[src/rtl/core/jsu_pkg.sv]
`timescale 1ns / 1ps

package jsu_pkg;

    // Character codes
    localparam logic [7:0] CH_BACKSLASH = 8'h5C;
    localparam logic [7:0] CH_U         = 8'h75;
    localparam logic [7:0] CH_N         = 8'h6E;
    localparam logic [7:0] CH_R         = 8'h72;
    localparam logic [7:0] CH_T         = 8'h74;
    localparam logic [7:0] CH_B         = 8'h62;
    localparam logic [7:0] CH_F         = 8'h66;

    // Surrogate ranges
    localparam logic [15:0] SURR_HI_MIN = 16'hD800;
    localparam logic [15:0] SURR_HI_MAX = 16'hDBFF;
    localparam logic [15:0] SURR_LO_MIN = 16'hDC00;
    localparam logic [15:0] SURR_LO_MAX = 16'hDFFF;
    localparam logic [20:0] SUPP_BASE   = 21'h10000;

    // UTF-8 length limits and lead/continuation marks
    localparam logic [20:0] CP_LIM_1 = 21'h80;
    localparam logic [20:0] CP_LIM_2 = 21'h800;
    localparam logic [20:0] CP_LIM_3 = 21'h10000;
    localparam logic [7:0]  LEAD_2   = 8'hC0;
    localparam logic [7:0]  LEAD_3   = 8'hE0;
    localparam logic [7:0]  LEAD_4   = 8'hF0;
    localparam logic [7:0]  CONT     = 8'h80;

    // Most bytes one request can produce
    localparam int unsigned MAX_RUN = 8;

    typedef struct packed {
        logic [7:0] in_byte;
        logic       body_end;
    } in_item_t;

    typedef struct packed {
        logic [7:0] out_byte;
        logic       run_last;
        logic       string_end;
    } out_item_t;

    // Up to four bytes, first byte in the low lane
    typedef struct packed {
        logic [31:0] bytes;
        logic [2:0]  len;
    } seg_t;

    // Result run, first byte in the low lane
    typedef struct packed {
        logic [8*MAX_RUN-1:0]     data;
        logic [$clog2(MAX_RUN):0] len;
    } run_t;

    function automatic seg_t utf8_encode(input logic [20:0] cp);
        seg_t r;
        r.bytes = '0;
        if (cp < CP_LIM_1) begin
            r.bytes[7:0] = cp[7:0];
            r.len = 3'd1;
        end else if (cp < CP_LIM_2) begin
            r.bytes[7:0]  = LEAD_2 | {3'b000, cp[10:6]};
            r.bytes[15:8] = CONT | {2'b00, cp[5:0]};
            r.len = 3'd2;
        end else if (cp < CP_LIM_3) begin
            r.bytes[7:0]   = LEAD_3 | {4'b0000, cp[15:12]};
            r.bytes[15:8]  = CONT | {2'b00, cp[11:6]};
            r.bytes[23:16] = CONT | {2'b00, cp[5:0]};
            r.len = 3'd3;
        end else begin
            r.bytes[7:0]   = LEAD_4 | {5'b00000, cp[20:18]};
            r.bytes[15:8]  = CONT | {2'b00, cp[17:12]};
            r.bytes[23:16] = CONT | {2'b00, cp[11:6]};
            r.bytes[31:24] = CONT | {2'b00, cp[5:0]};
            r.len = 3'd4;
        end
        return r;
    endfunction

    // Bit 4 set when the byte is a hex digit, low nibble is its value
    function automatic logic [4:0] hex_digit(input logic [7:0] c);
        logic [4:0] r;
        r = 5'd0;
        if (c >= 8'h30 && c <= 8'h39) begin
            r = {1'b1, 4'(c - 8'h30)};
        end else if (c >= 8'h61 && c <= 8'h66) begin
            r = {1'b1, 4'(c - 8'h57)};
        end else if (c >= 8'h41 && c <= 8'h46) begin
            r = {1'b1, 4'(c - 8'h37)};
        end
        return r;
    endfunction

    function automatic logic [7:0] esc_map(input logic [7:0] c);
        logic [7:0] r;
        case (c)
            CH_N:    r = 8'h0A;
            CH_R:    r = 8'h0D;
            CH_T:    r = 8'h09;
            CH_B:    r = 8'h08;
            CH_F:    r = 8'h0C;
            default: r = c;
        endcase
        return r;
    endfunction

    // Append the first seg.len bytes of seg to the run
    function automatic run_t run_append(input run_t run, input seg_t seg);
        run_t                 r;
        logic [8*MAX_RUN-1:0] masked;
        masked = '0;
        for (int i = 0; i < 4; i++) begin
            if (3'(i) < seg.len) begin
                masked[8*i +: 8] = seg.bytes[8*i +: 8];
            end
        end
        r.data = run.data | (masked << {run.len, 3'b000});
        r.len  = run.len + ($clog2(MAX_RUN) + 1)'(seg.len);
        return r;
    endfunction

endpackage

[src/rtl/core/json_string_unescape_utf8_unit.sv]
`timescale 1ns / 1ps

// Channel   Ports                     Handshake      Payload
// input     s_valid s_ready s_data    valid/ready    in_item_t  (in_byte, body_end)
// result    m_valid m_ready m_data    valid/ready    out_item_t (out_byte, run_last, string_end)
//
// An accepted byte is decoded in the cycle it is accepted; its result run (0 to 8
// bytes) lands in one result shift register that presents one byte per cycle.
// A new byte is taken while the last byte of the previous run leaves, so runs of
// at most one byte flow at one byte per cycle; a longer run holds s_ready low
// until its last byte leaves. aresetn is synchronous, active low: decoder back
// to plain text, result run empty. Stalls on m_ready hold the current byte and s_ready.

module json_string_unescape_utf8_unit
    import jsu_pkg::*;
(
    input  logic      aclk,
    input  logic      aresetn,
    input  logic      s_valid,
    output logic      s_ready,
    input  in_item_t  s_data,
    output logic      m_valid,
    input  logic      m_ready,
    output out_item_t m_data
);

    typedef enum logic [2:0] {
        MODE_NORMAL,
        MODE_ESC,
        MODE_HEX1,
        MODE_PAIR_BS,
        MODE_PAIR_U,
        MODE_HEX2
    } mode_t;

    localparam int CNT_W = $clog2(MAX_RUN) + 1;

    mode_t       mode_reg, mode_next;
    logic [1:0]  count_reg, count_next;
    logic [11:0] hex_reg, hex_next;
    logic [9:0]  pend_reg, pend_next;
    logic [7:0]  held_reg [3];
    logic        held_we;

    logic [8*MAX_RUN-1:0] run_data_reg;
    logic [CNT_W-1:0]     run_cnt_reg;
    logic                 run_end_reg;

    logic        accept;
    logic        take;
    logic [7:0]  c;
    logic        eob;
    logic        plain_esc;
    logic [4:0]  dig;
    logic [15:0] full;
    logic [20:0] pair_cp;
    logic [7:0]  held_view [3];
    logic        a_en;
    logic        b_en;
    logic [1:0]  b_cnt;
    seg_t        a_seg, b_seg, c_seg;
    run_t        run_new;

    assign c         = s_data.in_byte;
    assign eob       = s_data.body_end;
    assign plain_esc = (c == CH_BACKSLASH) && !eob;
    assign dig       = hex_digit(c);
    assign full      = {hex_reg, dig[3:0]};
    assign pair_cp   = SUPP_BASE + 21'({pend_reg, full[9:0]});

    assign take    = m_valid && m_ready;
    assign s_ready = (run_cnt_reg == '0) || ((run_cnt_reg == CNT_W'(1)) && m_ready);
    assign accept  = s_valid && s_ready;

    // Decode one byte: next state and the three output segments
    always_comb begin
        mode_next  = mode_reg;
        count_next = count_reg;
        hex_next   = hex_reg;
        pend_next  = pend_reg;
        held_we    = 1'b0;
        a_en       = 1'b0;
        b_en       = 1'b0;
        b_cnt      = 2'd0;
        c_seg      = '0;
        unique case (mode_reg) inside
            MODE_ESC: begin
                if (c == CH_U && !eob) begin
                    mode_next  = MODE_HEX1;
                    count_next = 2'd0;
                    hex_next   = '0;
                end else begin
                    c_seg.bytes[7:0] = esc_map(c);
                    c_seg.len        = 3'd1;
                    mode_next        = MODE_NORMAL;
                end
            end
            MODE_HEX1, MODE_HEX2: begin
                if (dig[4]) begin
                    if (count_reg == 2'd3) begin
                        if (mode_reg == MODE_HEX2 && full >= SURR_LO_MIN
                                && full <= SURR_LO_MAX) begin
                            c_seg     = utf8_encode(pair_cp);
                            mode_next = MODE_NORMAL;
                        end else begin
                            a_en = (mode_reg == MODE_HEX2);
                            if (full >= SURR_HI_MIN && full <= SURR_HI_MAX && !eob) begin
                                pend_next = full[9:0];
                                mode_next = MODE_PAIR_BS;
                            end else begin
                                c_seg     = utf8_encode({5'b00000, full});
                                mode_next = MODE_NORMAL;
                            end
                        end
                    end else begin
                        held_we    = 1'b1;
                        count_next = count_reg + 2'd1;
                        hex_next   = full[11:0];
                        if (eob) begin
                            a_en      = (mode_reg == MODE_HEX2);
                            b_en      = 1'b1;
                            b_cnt     = count_reg + 2'd1;
                            mode_next = MODE_NORMAL;
                        end
                    end
                end else begin
                    // Bad digit: replay what was gathered, then treat byte as plain
                    a_en  = (mode_reg == MODE_HEX2);
                    b_en  = 1'b1;
                    b_cnt = count_reg;
                    if (plain_esc) begin
                        mode_next = MODE_ESC;
                    end else begin
                        c_seg.bytes[7:0] = c;
                        c_seg.len        = 3'd1;
                        mode_next        = MODE_NORMAL;
                    end
                end
            end
            MODE_PAIR_BS: begin
                if (plain_esc) begin
                    mode_next = MODE_PAIR_U;
                end else begin
                    a_en             = 1'b1;
                    c_seg.bytes[7:0] = c;
                    c_seg.len        = 3'd1;
                    mode_next        = MODE_NORMAL;
                end
            end
            MODE_PAIR_U: begin
                if (c == CH_U && !eob) begin
                    mode_next  = MODE_HEX2;
                    count_next = 2'd0;
                    hex_next   = '0;
                end else begin
                    a_en             = 1'b1;
                    c_seg.bytes[7:0] = esc_map(c);
                    c_seg.len        = 3'd1;
                    mode_next        = MODE_NORMAL;
                end
            end
            default: begin
                if (plain_esc) begin
                    mode_next = MODE_ESC;
                end else begin
                    c_seg.bytes[7:0] = c;
                    c_seg.len        = 3'd1;
                    mode_next        = MODE_NORMAL;
                end
            end
        endcase

        // End of body returns the decoder to its reset state
        if (eob) begin
            mode_next  = MODE_NORMAL;
            count_next = 2'd0;
            hex_next   = '0;
            pend_next  = '0;
        end
    end

    // Held digits as seen by a replay, including a digit arriving now
    always_comb begin
        for (int i = 0; i < 3; i++) begin
            held_view[i] = (held_we && count_reg == 2'(i)) ? c : held_reg[i];
        end
    end

    // Pending high surrogate, replayed digits, then the current segment
    always_comb begin
        a_seg       = utf8_encode({5'b00000, SURR_HI_MIN[15:10], pend_reg});
        a_seg.len   = a_en ? 3'd3 : 3'd0;
        b_seg.bytes = {held_view[2], held_view[1], held_view[0], CH_U};
        b_seg.len   = b_en ? (3'd1 + 3'(b_cnt)) : 3'd0;
        run_new     = '0;
        run_new     = run_append(run_new, a_seg);
        run_new     = run_append(run_new, b_seg);
        run_new     = run_append(run_new, c_seg);
    end

    // Hold decoder state and the result run
    always_ff @(posedge aclk) begin
        if (!aresetn) begin
            mode_reg    <= MODE_NORMAL;
            count_reg   <= 2'd0;
            hex_reg     <= '0;
            pend_reg    <= '0;
            run_cnt_reg <= '0;
            run_end_reg <= 1'b0;
        end else begin
            if (accept) begin
                mode_reg    <= mode_next;
                count_reg   <= count_next;
                hex_reg     <= hex_next;
                pend_reg    <= pend_next;
                run_cnt_reg <= run_new.len;
                run_end_reg <= eob;
            end else if (take) begin
                run_cnt_reg <= run_cnt_reg - CNT_W'(1);
            end
        end
    end

    // Load or advance the result bytes; store raw digits for replay
    always_ff @(posedge aclk) begin
        if (accept) begin
            run_data_reg <= run_new.data;
        end else if (take) begin
            run_data_reg <= run_data_reg >> 8;
        end
        if (accept && held_we) begin
            held_reg[count_reg] <= c;
        end
    end

    assign m_valid           = (run_cnt_reg != '0);
    assign m_data.out_byte   = run_data_reg[7:0];
    assign m_data.run_last   = (run_cnt_reg == CNT_W'(1));
    assign m_data.string_end = (run_cnt_reg == CNT_W'(1)) && run_end_reg;

    // A run never exceeds its buffer
    a_run_bound: assert property (@(posedge aclk) disable iff (!aresetn)
        run_cnt_reg <= CNT_W'(MAX_RUN))
        else $error("result run longer than buffer");

    // Last byte of a body always yields at least one result
    a_end_emits: assert property (@(posedge aclk) disable iff (!aresetn)
        (accept && eob) |=> (run_cnt_reg != '0) && run_end_reg)
        else $error("body end produced no result");

    // Body end returns the decoder to plain text
    a_end_resets: assert property (@(posedge aclk) disable iff (!aresetn)
        (accept && eob) |=> (mode_reg == MODE_NORMAL) && (pend_reg == '0))
        else $error("decoder not idle after body end");

endmodule

[config.mk]
export PLATFORM = sky130hd
export DESIGN_NAME = json_string_unescape_utf8_unit
export DESIGN_NICKNAME = d
export VERILOG_FILES = /design/src/rtl/core/jsu_pkg.sv /design/src/rtl/core/json_string_unescape_utf8_unit.sv
export SDC_FILE = /design/constraint.sdc
export NUM_CORES = 1
export LEC_CHECK = 0
export ABC_CLOCK_PERIOD_IN_PS = 8730
export BUFFER_PORTS_ARGS = -buffer_cell sky130_fd_sc_hd__buf_2
export CORE_ASPECT_RATIO = 0.6
export CORE_MARGIN = 1
export CORE_UTILIZATION = 27
export CTS_BUF_LIST = sky130_fd_sc_hd__clkbuf_2
export DETAILED_ROUTE_END_ITERATION = 8
export HOLD_SLACK_MARGIN = 0.05
export MAX_ROUTING_LAYER = met4
export SYNTH_ARGS = -nofsm -noshare
export SYNTH_HDL_FRONTEND = slang
export SYNTH_SLANG_ARGS = --single-unit
export TNS_END_PERCENT = 5
[constraint.sdc]
create_clock -name aclk -period 8.73 [get_ports aclk]
set_input_delay 1.746 -clock aclk [delete_from_list [all_inputs] [get_ports aclk]]
set_output_delay 1.746 -clock aclk [all_outputs]
set_load 0.02 [all_outputs]
# ---- After elaboration in Yosys (flattened, before gate mapping)
# Memories as Yosys holds them, arrays and structs flattened.
# Cells that the tools add are included.
dict set report totals {
  register_bits 96
  latch_bits 0
  ramBits 24
  romBits 0
  wordCells 203
  n_memories 1
}
# memory words width rd rd_ports_with_merged_regs write_ports line
set mem_list {}
lappend mem_list {held_reg 3 8 3 0 1 json_string_unescape_utf8_unit.sv:42} ;# logic [7:0] held_reg [3];
dict set report op_classes {
  n_addsub 9
  n_mul 0
  n_div 0
  n_lt_le_gt_ge 26
  eq_ne 21
  shifts 2
  mux 102
  bitwise_logic 2
  n_reduce_logical 33
}
# operator n
set op_table {}
lappend op_table {{27-bit two-way mux} 13}
lappend op_table {{64-bit two-way mux} 2}
lappend op_table {{8-bit two-way mux} 15}
lappend op_table {{35-bit two-way mux} 3}
lappend op_table {{24-bit two-way mux} 4}
lappend op_table {{24-bit by 64-bit OR with 64-bit output} 1}
lappend op_table {{64-bit OR} 1}
lappend op_table {{32-bit by 5-bit left shift with 64-bit output} 1}
lappend op_table {{32-bit by 7-bit left shift with 64-bit output} 1}
lappend op_table {{10-bit two-way mux} 6}
lappend op_table {{8-bit by 7-bit == test with 1-bit output, second input constant} 7}
lappend op_table {{11-bit two-way mux} 5}
lappend op_table {{12-bit two-way mux} 4}
lappend op_table {{8-bit one-hot mux with 5 select lines} 1}
lappend op_table {{19-bit two-way mux} 2}
lappend op_table {{16-bit >= comparator, second input constant} 2}
lappend op_table {{16-bit less-or-equal comparator, second input constant} 2}
lappend op_table {{25-bit two-way mux} 1}
lappend op_table {{2-bit two-way mux} 12}
lappend op_table {{12-bit one-hot mux with 2 select lines} 1}
lappend op_table {{11-bit one-hot mux with 2 select lines} 1}
lappend op_table {{17-bit by 20-bit adder with 21-bit output, first input constant} 1}
lappend op_table {{21-bit by 12-bit less-than comparator with 1-bit output, second input constant} 1}
lappend op_table {{21-bit by 17-bit less-than comparator with 1-bit output, second input constant} 1}
lappend op_table {{other kinds (48)} 107}

# ---- Logic depth before layout (Yosys ltp)
dict set report depth {
  word_depth 25
  mapped_depth 23
}

# ---- Worst setup path after synthesis
# No wires, ideal clock.
dict set report synth_path {
  kind {input-to-reg}
  from {input s_data[2] in the netlist's numbering}
  to {register run_cnt_reg[3]}
  setup_time_ns 0.120
  arrival_time_ns 6.442
  path_slack_ns 2.168
  stages 23
  n_path_buf 5
  cell_sequence {clkbuf_1 > inv_1 > ha_1 > or3b_4 > nand3_2 > nand2_2 > and3_1 > o32ai_4 > buf_2 > buf_2 > ha_1 > inv_1 > fa_1 > clkbuf_1 > clkinv_1 > clkbuf_1 > ha_1 > a21o_1 > a21oi_1 > xnor2_1 > o21ai_0 > a22oi_1 > nor2b_1}
}
dict set report synth_via {
  elab_chain_len 22
  word_cells_on_any_way 67
  classes_between {add/sub (7); order compare (15); eq/ne (2); mux (34); reduce/logical (9)}
}
# item line
set synth_lines {}
lappend synth_lines {{from (decl)} json_string_unescape_utf8_unit.sv:21} ;# input in_item_t s_data,
lappend synth_lines {{8-bit by 7-bit >= comparator with 1-bit output / 8-bit by 7-bit less-or-equal comparator with 1-bit output (equally long branches)} jsu_pkg.sv:89} ;# end else if (c >= 8'h41 && c <= 8'h46) begin
lappend synth_lines {{1-bit logical AND} jsu_pkg.sv:89}
lappend synth_lines {{5-bit two-way mux} jsu_pkg.sv:89}
lappend synth_lines {{5-bit two-way mux} jsu_pkg.sv:87} ;# end else if (c >= 8'h61 && c <= 8'h66) begin
lappend synth_lines {{5-bit two-way mux} jsu_pkg.sv:85} ;# if (c >= 8'h30 && c <= 8'h39) begin
lappend synth_lines {{17-bit by 20-bit adder with 21-bit output} json_string_unescape_utf8_unit.sv:69} ;# assign pair_cp = SUPP_BASE + 21'({pend_reg, full[9:0]});
lappend synth_lines {{21-bit by 17-bit less-than comparator with 1-bit output} jsu_pkg.sv:66} ;# end else if (cp < CP_LIM_3) begin
lappend synth_lines {{25-bit two-way mux} jsu_pkg.sv:66}
lappend synth_lines {{[6 not listed]} --}
lappend synth_lines {{19-bit two-way mux} jsu_pkg.sv:62} ;# end else if (cp < CP_LIM_2) begin
lappend synth_lines {{11-bit two-way mux} jsu_pkg.sv:59} ;# if (cp < CP_LIM_1) begin
lappend synth_lines {{35-bit two-way mux} json_string_unescape_utf8_unit.sv:101} ;# if (mode_reg == MODE_HEX2 && full >= SURR_LO_MIN
lappend synth_lines {{35-bit two-way mux} json_string_unescape_utf8_unit.sv:100} ;# if (count_reg == 2'd3) begin
lappend synth_lines {{11-bit two-way mux} json_string_unescape_utf8_unit.sv:99} ;# if (dig[4]) begin
lappend synth_lines {{11-bit one-hot mux with 2 select lines} json_string_unescape_utf8_unit.sv:86} ;# unique case (mode_reg) inside
lappend synth_lines {{4-bit by 3-bit adder with 4-bit output *} jsu_pkg.sv:119} ;# r.len = run.len + ($clog2(MAX_RUN) + 1)'(seg.len);
lappend synth_lines {{4-bit two-way mux *} json_string_unescape_utf8_unit.sv:211} ;# if (accept) begin
lappend synth_lines {{to (signal assigned)} json_string_unescape_utf8_unit.sv:216} ;# run_cnt_reg <= run_new.len;
lappend synth_lines {{to (signal assigned)} json_string_unescape_utf8_unit.sv:219} ;# run_cnt_reg <= run_cnt_reg - CNT_W'(1);
lappend synth_lines {{to (decl)} json_string_unescape_utf8_unit.sv:46} ;# logic [CNT_W-1:0] run_cnt_reg;
# Every way passes the cells marked *; elsewhere a longest branch is shown, timed or not. The select of a mux whose other input is x is not followed.
# A chain may end at the register's enable or synchronous reset.

# ---- Worst setup path after layout
dict set report layout_path {
  from {input s_data[1] in the netlist's numbering}
  to {register run_data_reg[17] (data pin)}
}
dict set report layout_via {
  elab_chain_len 25
  word_cells_on_any_way 114
  classes_between {add/sub (6); order compare (23); eq/ne (7); shift (2); mux (62); bitwise (2); reduce/logical (12)}
}
# item line
set layout_lines {}
lappend layout_lines {{8-bit by 7-bit >= comparator with 1-bit output / 8-bit by 7-bit less-or-equal comparator with 1-bit output (equally long branches)} jsu_pkg.sv:89}
lappend layout_lines {{1-bit logical AND} jsu_pkg.sv:89}
lappend layout_lines {{5-bit two-way mux} jsu_pkg.sv:89}
lappend layout_lines {{5-bit two-way mux} jsu_pkg.sv:87}
lappend layout_lines {{5-bit two-way mux} jsu_pkg.sv:85}
lappend layout_lines {{17-bit by 20-bit adder with 21-bit output} json_string_unescape_utf8_unit.sv:69}
lappend layout_lines {{21-bit by 17-bit less-than comparator with 1-bit output} jsu_pkg.sv:66}
lappend layout_lines {{25-bit two-way mux} jsu_pkg.sv:66}
lappend layout_lines {{[9 not listed]} --}
lappend layout_lines {{35-bit two-way mux} json_string_unescape_utf8_unit.sv:100}
lappend layout_lines {{11-bit two-way mux} json_string_unescape_utf8_unit.sv:99}
lappend layout_lines {{11-bit one-hot mux with 2 select lines} json_string_unescape_utf8_unit.sv:86}
lappend layout_lines {{1-bit by 3-bit less-than comparator with 1-bit output / 2-bit by 3-bit less-than comparator with 1-bit output (equally long branches)} jsu_pkg.sv:114} ;# if (3'(i) < seg.len) begin
lappend layout_lines {{8-bit two-way mux} jsu_pkg.sv:114}
lappend layout_lines {{32-bit by 7-bit left shift with 64-bit output} jsu_pkg.sv:118} ;# r.data = run.data | (masked << {run.len, 3'b000});
lappend layout_lines {{64-bit OR *} jsu_pkg.sv:118}
lappend layout_lines {{64-bit two-way mux *} json_string_unescape_utf8_unit.sv:226} ;# if (accept) begin
lappend layout_lines {{to (signal assigned)} json_string_unescape_utf8_unit.sv:227} ;# run_data_reg <= run_new.data;
lappend layout_lines {{to (signal assigned)} json_string_unescape_utf8_unit.sv:229} ;# run_data_reg <= run_data_reg >> 8;
lappend layout_lines {{to (decl)} json_string_unescape_utf8_unit.sv:45} ;# logic [8*MAX_RUN-1:0] run_data_reg;
# Marked as above.

==> metrics list <==
- Dividing the detail-routed via count by the number of cells gives roughly 6.
- The number of placed instances, taps included, is 1401.
- The area growth from synthesis to layout is 7.66%.
- Data arrival, critical path: 6.95 ns
- Aggregate routed wire length: 35800 um
- The die covers 33400 um2.
- The most numerous cell type found on the critical path is inv_1.
* Count of final hold-check violations: 0
* Library cell with the largest summed area after synthesis: edfxtp_1
- Share of synthesized cell area in full adder, half adder and majority cells: 3.01%
- Simple-gate share of the synthesized area: 23.1%
- Count of flip-flops with a built-in enable after synthesis: 88
- DRC violations left: 0
- The worst-case IR drop observed on VDD is 0.000117 V.
- Multiplexer cells account for under 10% of the synthesized area.
- The slowest stage of the critical path is the fa_1 cell.
* Worst slew margin: 26.1%
- Length of the first detailed-routing pass in iterations: 5
- Clock latency on the worst-skew pair, taken at its later pin, is 0.86 ns.
* Clock Sinks: between 100 and 150
- The number of nets in the synthesized netlist is 1060.
- Counting flops and latches in the post-synthesis netlist gives 120.
* Start point of the worst hold path: run_end_reg
* Gate count of the mapped netlist: between 1000 and 1500
- Number of antenna violations at the first check in global routing: 1
- For this design the static power due to leakage is ~3.3 nW.
- Summing the areas of all compound-gate instances in the mapped netlist gives 27.3% of the synthesized area.
* Post-CTS setup buffer count: 0
- Number of distinct library cells after synthesis: 104
- Area of the mapped netlist: 8830 um2
* Quantity of I/O buffers inserted on ports: 24
* Clock Tree Buf Depth: 2
* Final ANT Viol Nets: 0
* PostCTS Resize Cnt: 0
- Area share of the largest cell type after synthesis: 29.9%
- Of all flip-flops after synthesis, the portion carrying an async set or reset was 0%.
- The register with the most flip-flops in the layout has 64 of them.
* Max-capacitance violation count: 0
- Cells with a size suffix above 1 make up 10.8% of the layout.
- Violation count after the first detailed-routing iteration: 1192
- Die Span Y: ~140 um
- The synthesized netlist devotes 0.595% of its cell area to XOR and XNOR gates.
* Pins Over Slew Limit: 0
* Total congestion overflow after global routing: 0
- Unrepaired setup endpoints after global routing: no
- Number of setup violations in the final report: 0
- The finished cells cover 9500 um2.
- Number of cells on the worst reg-to-reg path: 13
* Status: completed
- Skew final: 0.0554 ns
- Hold Path Depth: 2
* Data required time at the worst endpoint: between 9 and 10 ns
- On the worst path, the slowest cell contributes a delay of 0.92 ns.
* End point of the worst hold path: run_end_reg
* Die width: 235 um
- Leaving out filler cells and counting taps, the final layout contains 1433.
* Final-stage net count: 1037
* Clock-pin slew of the registers on the worst-case setup and hold paths: 0.19 ns
* Count of H-tree levels built during CTS: 4
- Clock tree synthesis inserted a total of 17 buffers.
- The critical path in this run is classified as input port to register.
- STA classifies the critical path endpoint as a register.
- For the finished layout, the period the worst path requires is 6.22 ns.
- Walking the worst path, the cells encountered are buf_2, inv_1, ha_1, or3b_4, nand3_2, nand2_2, and3_1, o32ai_4, inv_1, fa_1, clkinv_1, buf_4, nor2_2, nand2_1, o221ai_1, o22a_1.
- Count of hold-fix buffers inserted at cts: 0
- Global routing usage summed across all routing layers: 22.1%
* Worst min-delay path class: register to register
* Overall power of the completed layout: 2.13 mW
- Entering global routing, the biggest net connects 73 pins.
* Main combinational cell family by area after synthesis: compound AO/OA/AOI/OAI gates
* Capturing point of the worst reg2reg path: run_data_reg[17]
- In this run the standard cell core region covers approximately 32000 um2.
* Final period util: 71.3%
- For this block, the via count after detailed routing is between 8000 and 9000.
* Worst Path Max Fanout: 17
- The Yosys step of the flow raised 0 warnings.
* Clock tree root driver cell: clkbuf_2
- Detailed placement ended at an HPWL of between 20000 and 30000 um.
- For this run, the register share of the synthesized area comes to 37.2%.
- Power spread over the standard cell area amounts to 225 nW/um2.
- Yosys attributes the largest share of cell area to edfxtp_1 30%, dfxtp_1 7.3%, nor2_1 5.2%.
- The worst register-to-register path has a setup slack of 3.64 ns.
- Wirelength per Cell: about 25 um
* Wire length of the first global-routing pass: 52600 um
* Setup_tns: 0 ns
* Worst Setup Start Kind: input port
- Pin placement for this block handled 25 I/O pins.
* Vias in the first global route: 7652
- The worst register-to-register path begins at mode_reg[1].
- Cell area after placement: 9200 um2
- Routability-driven placement finished with a final weighted congestion of 1.04.
- Initial Util: roughly 28%
- A synthesized cell averages 8.59 um2.
* Count of standard-cell rows: 50
- For the pin with the worst max-slew slack, the measured transition is 1.11 ns.
- Top achievable clock speed: 161 MHz
- TritonCTS built the clock tree.
- In the synthesized netlist the dominant register cell turns out to be edfxtp_1.
kinds of logic after synthesis:
logic type,after synthesis
AO/OA/AOI/OAI,353
XOR/XNOR,6
adder cells (fa/ha/maj),20
buffers and inverters,98
flip-flops,120
multiplexers,32
AND/OR/NAND/NOR,398
worst max-delay path, delay by kind of cell:
kind	cells	cell delay (ns)
adder cells (fa/ha/maj)	2	1.19
AO/OA/AOI/OAI	3	0.87
buffers and inverters	5	1.22
AND/OR/NAND/NOR	6	1.89
cell type report:
cell class / count / area [um2]
tap: 416 / 520
inverter: 22 / 87.6
multi-input combinational: 809 / 5110
timing repair buffer: 34 / 195
sequential: 120 / 3280
fill: 3418 / 22200
clock inverter: 11 / 204
antenna: 2 / 5.00
clock buffer: 19 / 95.1
through the flow:
stage          hold WS (ns)  util (%)  setup slack (ns)
2_1_floorplan         0.439         -              2.17
3_3_place_gp          0.448      29.1              1.94
3_5_place_dp          0.463      29.1              1.81
4_1_cts               0.483      30.0              2.70
5_1_grt               0.515      30.0              2.31
6_report              0.478      30.0              2.51
cells in the mapped netlist (16+ instances only):
library cell  count
nand3_1          40
inv_1            19
ha_1             18
a21oi_1          66
nor2b_1          28
dfxtp_1          32
clkbuf_1         44
edfxtp_1         88
mux2i_1          27
nand2_1          86
a22oi_1          19
nor2_1          122
nor3_1           26
a31oi_1          16
buf_2            19
o21ai_0          81
how the worst max path moves through the flow:
stage               from          endpoint  slack (ns)
6_report       s_data[1]  run_data_reg[17]        2.51
3_5_place_dp   s_data[1]    run_cnt_reg[3]        1.81
4_1_cts        s_data[1]    run_cnt_reg[3]        2.70
3_3_place_gp   s_data[2]    run_cnt_reg[3]        1.94
5_1_grt        s_data[1]    run_cnt_reg[3]        2.31
2_1_floorplan  s_data[2]    run_cnt_reg[3]        2.17
power breakdown:
part | total [mW] | leakage, nW | internal, mW | switching, mW
clock | 0.480 | 0.174 | 0.242 | 0.237
sequential | 0.931 | 1.11 | 0.873 | 0.0584
combinational | 0.722 | 1.97 | 0.227 | 0.495
total | 2.13 | 3.26 | 1.34 | 0.791
routing by layer:
metal | share of wire [%] | global-route usage, % | up-vias
met1 | 51 | 33.9 | 4188
met3 | 13 | 8.77 | 39
met2 | 35 | 25.2 | 507
li1 | - | - | 3838
met5 | 0 | - | -
met4 | 1.2 | 4.71 | 0
cell usage in the layout, fill, tap and decap left out, types with 24 or more instances in the layout:
cell      synthesis  routed
dfxtp_1          32      32
nand2_1          86      85
edfxtp_1         88      88
buf_2            19      24
nor3_1           26      26
nand3_1          40      40
nor2_1          122     121
mux2i_1          27      27
o21ai_0          81      81
a21oi_1          66      66
nor2b_1          28      28
Power figures use the tool's default switching activity.
